<file path="src/hw/rtl/wmbus_crc_pkg.sv">
package wmbus_crc_pkg;

    localparam logic [15:0] CRC_POLY    = 16'h3D65;
    localparam logic [15:0] CRC_XOR_OUT = 16'hFFFF;

    localparam logic [7:0] L_MIN        = 8'd10;
    localparam logic [7:0] L_B_SPLIT    = 8'd128;
    localparam logic [7:0] L_B_SHORT_MAX = 8'd127;
    localparam logic [8:0] A_FIRST_LEN  = 9'd10;
    localparam logic [8:0] A_BLOCK_LEN  = 9'd16;
    localparam logic [8:0] B_FIRST_LEN  = 9'd126;
    localparam logic [8:0] B_ONE_BLOCK_MAX = 9'd128;

    localparam logic [1:0] PHASE_DATA = 2'd0;
    localparam logic [1:0] PHASE_CRC_HI = 2'd1;
    localparam logic [1:0] PHASE_CRC_LO = 2'd2;

    localparam logic [1:0] STATUS_OK      = 2'd0;
    localparam logic [1:0] STATUS_CRC_ERR = 2'd1;
    localparam logic [1:0] STATUS_BAD_LEN = 2'd2;
    localparam logic [1:0] STATUS_TRUNC   = 2'd3;

    typedef struct packed {
        logic [7:0] rx_byte;
        logic       frame_start;
        logic       format_b;
    } t_in;

    typedef struct packed {
        logic       is_status;
        logic [7:0] out_byte;
        logic [1:0] status;
        logic       last;
    } t_out;

    function automatic logic [15:0] crc_byte(input logic [15:0] crc_in, input logic [7:0] b);
        logic [15:0] crc;
        crc = crc_in ^ {b, 8'h00};
        for (int i = 0; i < 8; i++) begin
            if (crc[15]) begin
                crc = {crc[14:0], 1'b0} ^ CRC_POLY;
            end else begin
                crc = {crc[14:0], 1'b0};
            end
        end
        return crc;
    endfunction

endpackage

</file>
<file path="src/hw/rtl/wmbus_block_crc_deframer.sv">
// Channel   Direction  Payload  Handshake
// input     in         t_in     i_valid / o_ready
// result    out        t_out    o_valid / i_ready
//
// Each byte is decoded, checked and its CRC updated in the cycle it is transferred in.
// Results go into a four-entry output queue; the first result is visible in the cycle after the transfer.
// A byte transfer can happen every cycle while the queue holds two or fewer results.
// A frame start during an open frame produces two results: a truncation status, then the new start byte's result.
// Reset clears the frame state and empties the queue.
module wmbus_block_crc_deframer
    import wmbus_crc_pkg::*;
(
    input  logic i_clk,
    input  logic i_rst_n,
    input  logic i_valid,
    output logic o_ready,
    input  t_in  i_data,
    output logic o_valid,
    input  logic i_ready,
    output t_out o_data
);

    localparam int QDEPTH = 4;
    localparam int QPTR_W = $clog2(QDEPTH);
    localparam int QCNT_W = $clog2(QDEPTH + 1);

    logic        r_in_frame, n_in_frame;
    logic        r_fmt_is_b, n_fmt_is_b;
    logic [8:0]  r_frame_total, n_frame_total;
    logic [8:0]  r_byte_index, n_byte_index;
    logic [7:0]  r_block_left, n_block_left;
    logic [1:0]  r_crc_phase, n_crc_phase;
    logic [15:0] r_running_crc, n_running_crc;
    logic [7:0]  r_crc_high_seen, n_crc_high_seen;
    logic        r_error_seen, n_error_seen;

    t_out              r_queue [QDEPTH];
    logic [QPTR_W-1:0] r_wr_ptr;
    logic [QPTR_W-1:0] r_rd_ptr;
    logic [QCNT_W-1:0] r_count;

    logic       in_xfer;
    logic       out_xfer;
    logic       trunc;
    logic       main_valid;
    t_out       main_res;
    t_out       slot0;
    t_out       slot1;
    logic [1:0] push_n;

    logic [7:0]  b;
    logic        bad_len;
    logic [4:0]  a_blocks;
    logic [8:0]  idx_inc;
    logic [8:0]  rem;
    logic [7:0]  left_dec;
    logic [15:0] crc_got;
    logic        crc_bad;
    logic [8:0]  b_total;
    logic [8:0]  first_len;

    assign in_xfer  = i_valid && o_ready;
    assign out_xfer = o_valid && i_ready;
    assign o_ready  = r_count <= QCNT_W'(QDEPTH - 2);
    assign o_valid  = r_count != '0;
    assign o_data   = r_queue[r_rd_ptr];

    assign b        = i_data.rx_byte;
    assign bad_len  = (b < L_MIN) || (i_data.format_b && (b == L_MIN || b == L_B_SPLIT));
    assign a_blocks = 5'd1 + 5'((9'(b) + 9'd6) >> 4);
    assign b_total  = 9'(b) + 9'd1;
    assign idx_inc  = r_byte_index + 9'd1;
    assign rem      = r_frame_total - idx_inc - 9'd2;
    assign left_dec = (r_block_left != '0) ? r_block_left - 8'd1 : r_block_left;
    assign crc_got  = {r_crc_high_seen, b};
    assign crc_bad  = crc_got != (r_running_crc ^ CRC_XOR_OUT);

    always_comb begin
        n_in_frame      = r_in_frame;
        n_fmt_is_b      = r_fmt_is_b;
        n_frame_total   = r_frame_total;
        n_byte_index    = r_byte_index;
        n_block_left    = r_block_left;
        n_crc_phase     = r_crc_phase;
        n_running_crc   = r_running_crc;
        n_crc_high_seen = r_crc_high_seen;
        n_error_seen    = r_error_seen;
        trunc           = 1'b0;
        main_valid      = 1'b0;
        main_res        = '0;
        first_len       = A_FIRST_LEN;

        if (in_xfer) begin
            if (i_data.frame_start) begin
                trunc      = r_in_frame;
                n_in_frame = 1'b0;
                main_valid = 1'b1;
                if (bad_len) begin
                    main_res = '{is_status: 1'b1, out_byte: 8'd0,
                                 status: STATUS_BAD_LEN, last: 1'b1};
                end else begin
                    n_fmt_is_b = i_data.format_b;
                    if (i_data.format_b) begin
                        n_frame_total = b_total;
                        first_len = (b_total <= B_ONE_BLOCK_MAX) ? b_total - 9'd2
                                                                 : B_FIRST_LEN;
                        main_res.out_byte = (b <= L_B_SHORT_MAX) ? b - 8'd2 : b - 8'd4;
                    end else begin
                        n_frame_total = b_total + {3'd0, a_blocks, 1'b0};
                        first_len = A_FIRST_LEN;
                        main_res.out_byte = b;
                    end
                    n_in_frame    = 1'b1;
                    n_error_seen  = 1'b0;
                    n_byte_index  = 9'd1;
                    n_running_crc = crc_byte(16'h0000, b);
                    n_block_left  = 8'(first_len - 9'd1);
                    n_crc_phase   = (first_len == 9'd1) ? PHASE_CRC_HI : PHASE_DATA;
                end
            end else if (r_in_frame) begin
                n_byte_index = idx_inc;
                case (r_crc_phase)
                    PHASE_DATA: begin
                        n_running_crc = crc_byte(r_running_crc, b);
                        main_valid = 1'b1;
                        main_res.out_byte = b;
                        n_block_left = left_dec;
                        if (left_dec == '0) begin
                            n_crc_phase = PHASE_CRC_HI;
                        end
                    end
                    PHASE_CRC_HI: begin
                        n_crc_high_seen = b;
                        n_crc_phase = PHASE_CRC_LO;
                    end
                    default: begin
                        n_error_seen = r_error_seen || crc_bad;
                        if (idx_inc >= r_frame_total) begin
                            main_valid = 1'b1;
                            main_res = '{is_status: 1'b1, out_byte: 8'd0,
                                         status: n_error_seen ? STATUS_CRC_ERR : STATUS_OK,
                                         last: 1'b1};
                            n_in_frame   = 1'b0;
                            n_crc_phase  = PHASE_DATA;
                            n_block_left = '0;
                        end else begin
                            if (!r_fmt_is_b && rem > A_BLOCK_LEN) begin
                                n_block_left = 8'(A_BLOCK_LEN);
                            end else begin
                                n_block_left = rem[7:0];
                            end
                            n_running_crc = '0;
                            n_crc_phase = (n_block_left == '0) ? PHASE_CRC_HI : PHASE_DATA;
                        end
                    end
                endcase
            end
        end

        slot1  = main_res;
        slot0  = trunc ? t_out'{is_status: 1'b1, out_byte: 8'd0,
                                status: STATUS_TRUNC, last: 1'b1}
                       : main_res;
        push_n = {1'b0, trunc} + {1'b0, main_valid};
    end

    always_ff @(posedge i_clk) begin
        if (!i_rst_n) begin
            r_in_frame      <= 1'b0;
            r_fmt_is_b      <= 1'b0;
            r_frame_total   <= '0;
            r_byte_index    <= '0;
            r_block_left    <= '0;
            r_crc_phase     <= PHASE_DATA;
            r_running_crc   <= '0;
            r_crc_high_seen <= '0;
            r_error_seen    <= 1'b0;
            r_wr_ptr        <= '0;
            r_rd_ptr        <= '0;
            r_count         <= '0;
        end else begin
            r_in_frame      <= n_in_frame;
            r_fmt_is_b      <= n_fmt_is_b;
            r_frame_total   <= n_frame_total;
            r_byte_index    <= n_byte_index;
            r_block_left    <= n_block_left;
            r_crc_phase     <= n_crc_phase;
            r_running_crc   <= n_running_crc;
            r_crc_high_seen <= n_crc_high_seen;
            r_error_seen    <= n_error_seen;
            r_wr_ptr        <= r_wr_ptr + QPTR_W'(push_n);
            r_rd_ptr        <= r_rd_ptr + QPTR_W'(out_xfer);
            r_count         <= r_count + QCNT_W'(push_n) - QCNT_W'(out_xfer);
        end
    end

    always_ff @(posedge i_clk) begin
        if (push_n != 2'd0) begin
            r_queue[r_wr_ptr] <= slot0;
        end
        if (push_n == 2'd2) begin
            r_queue[r_wr_ptr + QPTR_W'(1)] <= slot1;
        end
    end

    assert property (@(posedge i_clk) disable iff (!i_rst_n)
        r_count <= QCNT_W'(QDEPTH))
        else $error("result queue overflow");

    assert property (@(posedge i_clk) disable iff (!i_rst_n)
        r_crc_phase != 2'd3)
        else $error("invalid CRC phase");

    assert property (@(posedge i_clk) disable iff (!i_rst_n)
        r_in_frame |-> (r_byte_index < r_frame_total))
        else $error("byte index ran past the frame length");

    assert property (@(posedge i_clk) disable iff (!i_rst_n)
        (in_xfer && i_data.frame_start && r_in_frame) |-> (push_n == 2'd2))
        else $error("early frame start must yield truncation and a second result");

    assert property (@(posedge i_clk) disable iff (!i_rst_n)
        (in_xfer && !i_data.frame_start && !r_in_frame) |=> (r_count <= $past(r_count)))
        else $error("byte outside a frame produced a result");

endmodule

</file>
<file path="config.mk">
export PLATFORM = sky130hd
export DESIGN_NAME = wmbus_block_crc_deframer
export DESIGN_NICKNAME = d
export VERILOG_FILES = /design/src/hw/rtl/wmbus_crc_pkg.sv /design/src/hw/rtl/wmbus_block_crc_deframer.sv
export SDC_FILE = /design/constraint.sdc
export NUM_CORES = 1
export LEC_CHECK = 0
export ABC_AREA = 1
export BUFFER_PORTS_ARGS = -buffer_cell sky130_fd_sc_hd__buf_4
export CORE_MARGIN = 2
export CORE_UTILIZATION = 40
export CTS_BUF_LIST = sky130_fd_sc_hd__clkbuf_16
export DETAILED_ROUTE_END_ITERATION = 16
export PLACE_DENSITY = 0.59
export SLEW_MARGIN = 20
export SYNTH_ARGS = -nofsm -noshare
export SYNTH_HDL_FRONTEND = slang
export SYNTH_SLANG_ARGS = --single-unit
</file>
<file path="constraint.sdc">
create_clock -name i_clk -period 4.3 [get_ports i_clk]
set_clock_uncertainty 0.2 [all_clocks]
set_input_delay 0.43 -clock i_clk [delete_from_list [all_inputs] [get_ports i_clk]]
set_output_delay 0.43 -clock i_clk [all_outputs]
set_load 0.02 [all_outputs]
</file>
=== Word level (Yosys, flattened, before mapping) ===
Memories as Yosys holds them, arrays and structs flattened. A register that Yosys moved wholly into a read port is not among the register bits.
Cells that the tools add are included.

* Word-level logic and storage cells: 225
* RAM bits: 48
* Memories: 1
* Bits in registers: 62
* Input bits: 14

{| class="wikitable"
|+ Memory list
! memory !! words !! width !! rd ports !! clocked after memory_dff !! write ports !! line !! text
|-
| r_queue || 4 || 12 || 1 || 1 || 2 || wmbus_block_crc_deframer.sv:37 || <nowiki>t_out r_queue [QDEPTH];</nowiki>
|}

* Reductions and logical operators: 23
* Add/sub/neg operators: 18
* Multiplexer cells: 134
* Magnitude comparators: 6
* Bitwise gates (word level): 20
* Equal/unequal tests: 11

{| class="wikitable"
|+ Operators with widths
! operator !! count
|-
| 16-bit two-way mux || 53
|-
| 14-bit two-way mux || 16
|-
| 9-bit NOT || 16
|-
| 8-bit two-way mux || 14
|-
| 9-bit two-way mux || 9
|-
| 12-bit two-way mux || 5
|-
| 16-bit one-hot mux with 2 select lines || 1
|-
| 8-bit one-hot mux with 2 select lines || 2
|-
| 1-bit two-way mux || 25
|-
| 9-bit by 2-bit subtractor with 9-bit output (second input constant) || 2
|-
| 8-bit logical NOT || 2
|-
| 16-bit != test || 1
|-
| 16-bit NOT || 1
|-
| 4-bit AND reduction || 4
|-
| 8-bit by 1-bit subtractor with 8-bit output (second input constant) || 2
|-
| 16-bit XOR || 1
|-
| 2-bit two-way mux || 5
|-
| 8-bit by 1-bit adder with 9-bit output (second input constant) || 1
|-
| 8-bit by 3-bit adder with 9-bit output (second input constant) || 1
|-
| 9-bit by 1-bit adder with 9-bit output (second input constant) || 1
|-
| 9-bit by 6-bit adder with 9-bit output || 1
|-
| 9-bit by 1-bit == test with 1-bit output (second input constant) || 1
|-
| 9-bit >= comparator || 1
|-
| 9-bit by 5-bit > comparator with 1-bit output (second input constant) || 1
|-
| 36 further kinds || 46
|}

=== Logic depth before layout (Yosys ltp) ===
* Depth in word-level cells: 48
* Mapped depth: 23
* Gate-level depth less buffers: 23

=== Worst setup path after synthesis ===
Ideal clock, no wire load.

* Kind: flip-flop to flip-flop
* Start point: register r_byte_index[0]
* End point: register r_count[2]
* Setup time: 120 ps
* Data required time: 3980 ps
* Data arrival time: 3421 ps
* Clock period less this slack: 3741 ps
* Stages on the path, launching flop included: 24
* Setup slack: 559 ps
* Path through: dfxtp_1 > ha_1 > nand2_1 > inv_1 > nand2_1 > inv_1 > nand4_1 > nor2_1 > xor2_1 > ha_1 > a21oi_1 > o21ai_0 > a21oi_1 > nand3_1 > nand2_1 > a31oi_1 > ha_1 > inv_1 > ha_1 > inv_1 > ha_1 > fa_1 > o21ai_0 > a21oi_1

* Cells in the longest elaborated chain, start to end: 10

{| class="wikitable"
|+ Ends and longest elaborated chain
! item !! line !! text
|-
| start, declared || wmbus_block_crc_deframer.sv:30 || <nowiki>logic [8:0] r_byte_index, n_byte_index;</nowiki>
|-
| start signal, assigned || wmbus_block_crc_deframer.sv:185 || <nowiki>r_byte_index <= n_byte_index;</nowiki>
|-
| 9-bit by 1-bit adder with 9-bit output || wmbus_block_crc_deframer.sv:72 || <nowiki>assign idx_inc = r_byte_index + 9'd1;</nowiki>
|-
| 9-bit >= comparator || wmbus_block_crc_deframer.sv:138 || <nowiki>if (idx_inc >= r_frame_total) begin</nowiki>
|-
| 1-bit two-way mux || wmbus_block_crc_deframer.sv:138 ||
|-
| 1-bit one-hot mux with 2 select lines || wmbus_block_crc_deframer.sv:122 || <nowiki>case (r_crc_phase)</nowiki>
|-
| 1-bit two-way mux || wmbus_block_crc_deframer.sv:120 || <nowiki>end else if (r_in_frame) begin</nowiki>
|-
| 1-bit two-way mux || wmbus_block_crc_deframer.sv:94 || <nowiki>if (i_data.frame_start) begin</nowiki>
|-
| 1-bit two-way mux || wmbus_block_crc_deframer.sv:93 || <nowiki>if (in_xfer) begin</nowiki>
|-
| 1-bit by 1-bit adder with 2-bit output || wmbus_block_crc_deframer.sv:164 || <nowiki>push_n = {1'b0, trunc} + {1'b0, main_valid};</nowiki>
|-
| 3-bit by 2-bit adder with 3-bit output || wmbus_block_crc_deframer.sv:193 || <nowiki>r_count <= r_count + QCNT_W'(push_n) - QCNT_W'(out_xfer);</nowiki>
|-
| 3-bit by 1-bit subtractor with 3-bit output || wmbus_block_crc_deframer.sv:193 ||
|-
| end signal, assigned || wmbus_block_crc_deframer.sv:193 ||
|-
| end, declared || wmbus_block_crc_deframer.sv:40 || <nowiki>logic [QCNT_W-1:0] r_count;</nowiki>
|}

No other way between the ends.
A chain may end at the register's enable or synchronous reset.

=== Final worst setup path ===
* Start point: register r_byte_index[0]
* End point: register r_count[1]

The elaborated chain is that of the path after synthesis.

==> flow_summary.json <==
{
  "status": "finished clean",
  "async_flop_share_pct": 0,
  "grt_use_met1_pct": 28.8,
  "htreeDepth": 3,
  "clkLatencyLatePin_ns": 0.37,
  "critPathKind": "reg2reg",
  "wire_per_inst_um": 15.5,
  "io_pins": 28,
  "yosysUniqueCellTypes": 56,
  "grtUsageMet3_pct": 2.82,
  "io_buffers": 27,
  "cts_made_buffers": 9,
  "end_kind": "flop",
  "synth_cells": 1257,
  "drv_cap": 0,
  "coreArea_sq_um": 21600,
  "diodes": 0,
  "r2r_start": "r_byte_index[0]$_SDFFE_PN0P_",
  "ys_top_cells_by_count": "285 x nand2_1, 157 x inv_1, 140 x nor2_1",
  "met2_usage_pct": 35.6,
  "clock_sinks": 106,
  "cp.required_ns": 4.41,
  "cts_tree": "done",
  "ir_drop_v": 0.000410,
  "tns_ns": 0,
  "hold_buffers": 0,
  "gp_congestion": 0.881,
  "powerDensity_nw_per_um2": 485,
  "finalCoreUtilization_pct": 44.2,
  "synth_nets": 1336,
  "grt-ovfl-total": 0,
  "drtAntennaViolNets": 0,
  "netlist.area_leader.share_pct": 15.1,
  "antenna_found_initial": 0,
  "multi_input_area_sq_um": 5360,
  "clock.fmax_ghz": 0.249,
  "grt_use_total_pct": 21.2,
  "first_global_vias": 7719,
  "wl_um": 24200,
  "ys_seq_elements": 106,
  "grt_max_degree": 35,
  "tightest_slew_ns": 0.999,
  "stdcell_area_sq_um": 9550,
  "p_leak_uw": 0.00453,
  "route.detailed.drc": 0,
  "reg2reg_slack_ns": 0.28,
  "synth_most_common_cell": "nand2_1",
  "crit_start": "r_byte_index[0]$_SDFFE_PN0P_",
  "fin_nets": 1352,
  "hold_viol": 0,
  "cts_buffer_depth": 2,
  "worstRegToRegCells": 23,
  "row_count": 54,
  "die_area_sq_um": 23100,
  "fin_crit_sh_pct": 93.5,
  "synth_seq_area_share_pct": 29.3,
  "critPathLaunchType": "flop",
  "clk_pin_slew_ns": 0.08,
  "place_area_sq_um": 9190,
  "setup.worst_path.end": "r_count[1]$_SDFF_PN0_",
  "synth_edf_count": 44,
  "die_w_um": 152,
  "hold_path_depth": 2,
  "yosysTopAreaCell": "edfxtp_1",
  "drive_gt1_share_pct": 9.23,
  "syn_area_sq_um": 8750,
  "yosys_warnings": 0,
  "root_buffer": "clkbuf_16",
  "initial_utilization_pct": 40.5,
  "grt_pass1_wl_um": 39800,
  "synth_area_per_cell_sq_um": 6.96,
  "synth_ff_type": "dfxtp_1",
  "r2r-end": "r_count[1]$_SDFF_PN0_",
  "viasPerCell": 5.13,
  "max-slew-margin-rel_pct": 33.2,
  "path_max_fanout": 4,
  "ys_top_cells_by_area": "edfxtp_1 15%, dfxtp_1 14%, nand2_1 12%",
  "top_usage_layer": "met2",
  "first_pass_iters": 4,
  "hpwl_um": 18000,
  "arrival_ns": 4.13,
  "finalSetupViolCount": 0,
  "area_delta_synth_final_pct": 9.15,
  "dr.first_iter.drc_count": 505,
  "period_needed_ns": 4.02,
  "die-height_um": 152,
  "routed-via-count": 7995,
  "hold_path.class": "in2reg",
  "report.final.slew_viol_count": 0,
  "seqCellArea_sq_um": 2570,
  "fillers": 2284
}
[power by group]
part	switching (uW)	internal, uW	leakage [uW]
Sequential	109	1200	0.000919
Clock	467	427	0.000155
Combinational	1550	881	0.00346
Total	2130	2510	0.00453
[layout by cell type (no fill, tap or decap), types with 3 or more instances in the layout]
cell | Yosys | final
nand3b_1 | 5 | 5
xor2_1 | 51 | 51
inv_2 | 9 | 9
a22oi_1 | 3 | 3
nand2_1 | 285 | 285
nand4_1 | 26 | 26
a21oi_1 | 72 | 71
o22ai_1 | 20 | 20
inv_8 | 0 | 3
buf_4 | 8 | 42
nor2_2 | 9 | 9
nand2_2 | 14 | 14
clkbuf_16 | 0 | 9
or2_0 | 3 | 3
o21ai_1 | 3 | 4
or2_2 | 5 | 5
nand3_1 | 82 | 82
inv_1 | 157 | 157
fa_1 | 5 | 4
a211oi_1 | 5 | 5
xor2_2 | 4 | 4
o211ai_1 | 4 | 4
nor3_1 | 4 | 4
edfxtp_1 | 44 | 44
o21ai_0 | 85 | 84
dfxtp_1 | 62 | 60
nor2_1 | 140 | 140
a31oi_1 | 7 | 7
xnor2_1 | 23 | 23
ha_1 | 60 | 59
nand2_4 | 3 | 3
[sequential cells by signal, indices dropped and copies added (netlist names)]
signal and flops:
r_block_left 8, r_byte_index 9, r_count 3, r_crc_high_seen 8, r_crc_phase 2, r_error_seen 1, r_fmt_is_b 1, r_frame_total 9
r_in_frame 1, r_queue 44, r_rd_ptr 2, r_running_crc 16, r_wr_ptr 2
[logic make-up (layout without fill, tap and decap cells)]
kind of cell	count (synthesis)	after routing	synth area share [%]
buf+inv	207	228	9.61
fa+ha+maj	65	65	9.72
compound gates	216	216	13.7
xor+xnor	81	81	8.97
flops	106	106	29.3
simple gates	582	582	28.7
[layer usage]
metal / routed length [um] / share of wire [%]
met1: 11600 / 48
met2: 11400 / 47
met3: 814 / 3.4
met4: 347 / 1.4
met5: 0 / 0
[how the worst min path moves through the flow]
stage	start	endpoint	slack (ns)
after detailed placement	r_error_seen$_SDFFE_PN0P_	r_error_seen$_SDFFE_PN0P_	0.27
after floorplan	r_error_seen$_SDFFE_PN0P_	r_error_seen$_SDFFE_PN0P_	0.23
after CTS	i_data[2]	r_frame_total[0]$_SDFFE_PN0P_	0.23
final	i_data[2]	r_frame_total[0]$_SDFFE_PN0P_	0.24
after global routing	i_data[2]	r_frame_total[0]$_SDFFE_PN0P_	0.27
after global placement	r_byte_index[7]$_SDFFE_PN0P_	r_byte_index[7]$_SDFFE_PN0P_	0.26
[through the flow]
stage	setup WS, ns	power [uW]	hold WS, ns	std cells
2_1_floorplan	0.559	3120	0.230	1257
3_3_place_gp	0.397	3700	0.255	1538
3_5_place_dp	0.181	3740	0.266	1538
4_1_cts	0.156	4640	0.228	1554
5_1_grt	-0.0340	5040	0.268	1558
6_report	0.281	4630	0.242	1558
[worst max-delay path, stage by stage (launching register included)]
cell and delay [ns]:
dfxtp_4 0.37, ha_2 0.17, nand2_1 0.05, inv_1 0.08, nand2_1 0.08, inv_1 0.08
nand4_1 0.10, nor2_1 0.15, xor2_1 0.21, ha_1 0.32, a21oi_2 0.14, o21ai_0 0.09
a21oi_1 0.12, nand3_1 0.12, nand2_1 0.09, a31oi_1 0.11, ha_1 0.32, inv_1 0.04
ha_1 0.26, inv_1 0.04, ha_1 0.19, fa_2 0.53, nand2_1 0.05, inv_1 0.06
[layout make-up]
cell class              count  area share (%)
flip-flops and latches    106            26.9
repair buffers             42            3.30
multi-input cells         944            56.1
clock buffers               9            2.36
inverters                 170            6.76
well taps                 280            3.67
clock inverters             7           0.956
[timing repair]
item,CTS,global route
buffers inserted,0,4
setup endpoints to repair,0,2
gates resized for setup,0,7
No activity file was read; power rests on OpenSTA's default activity.
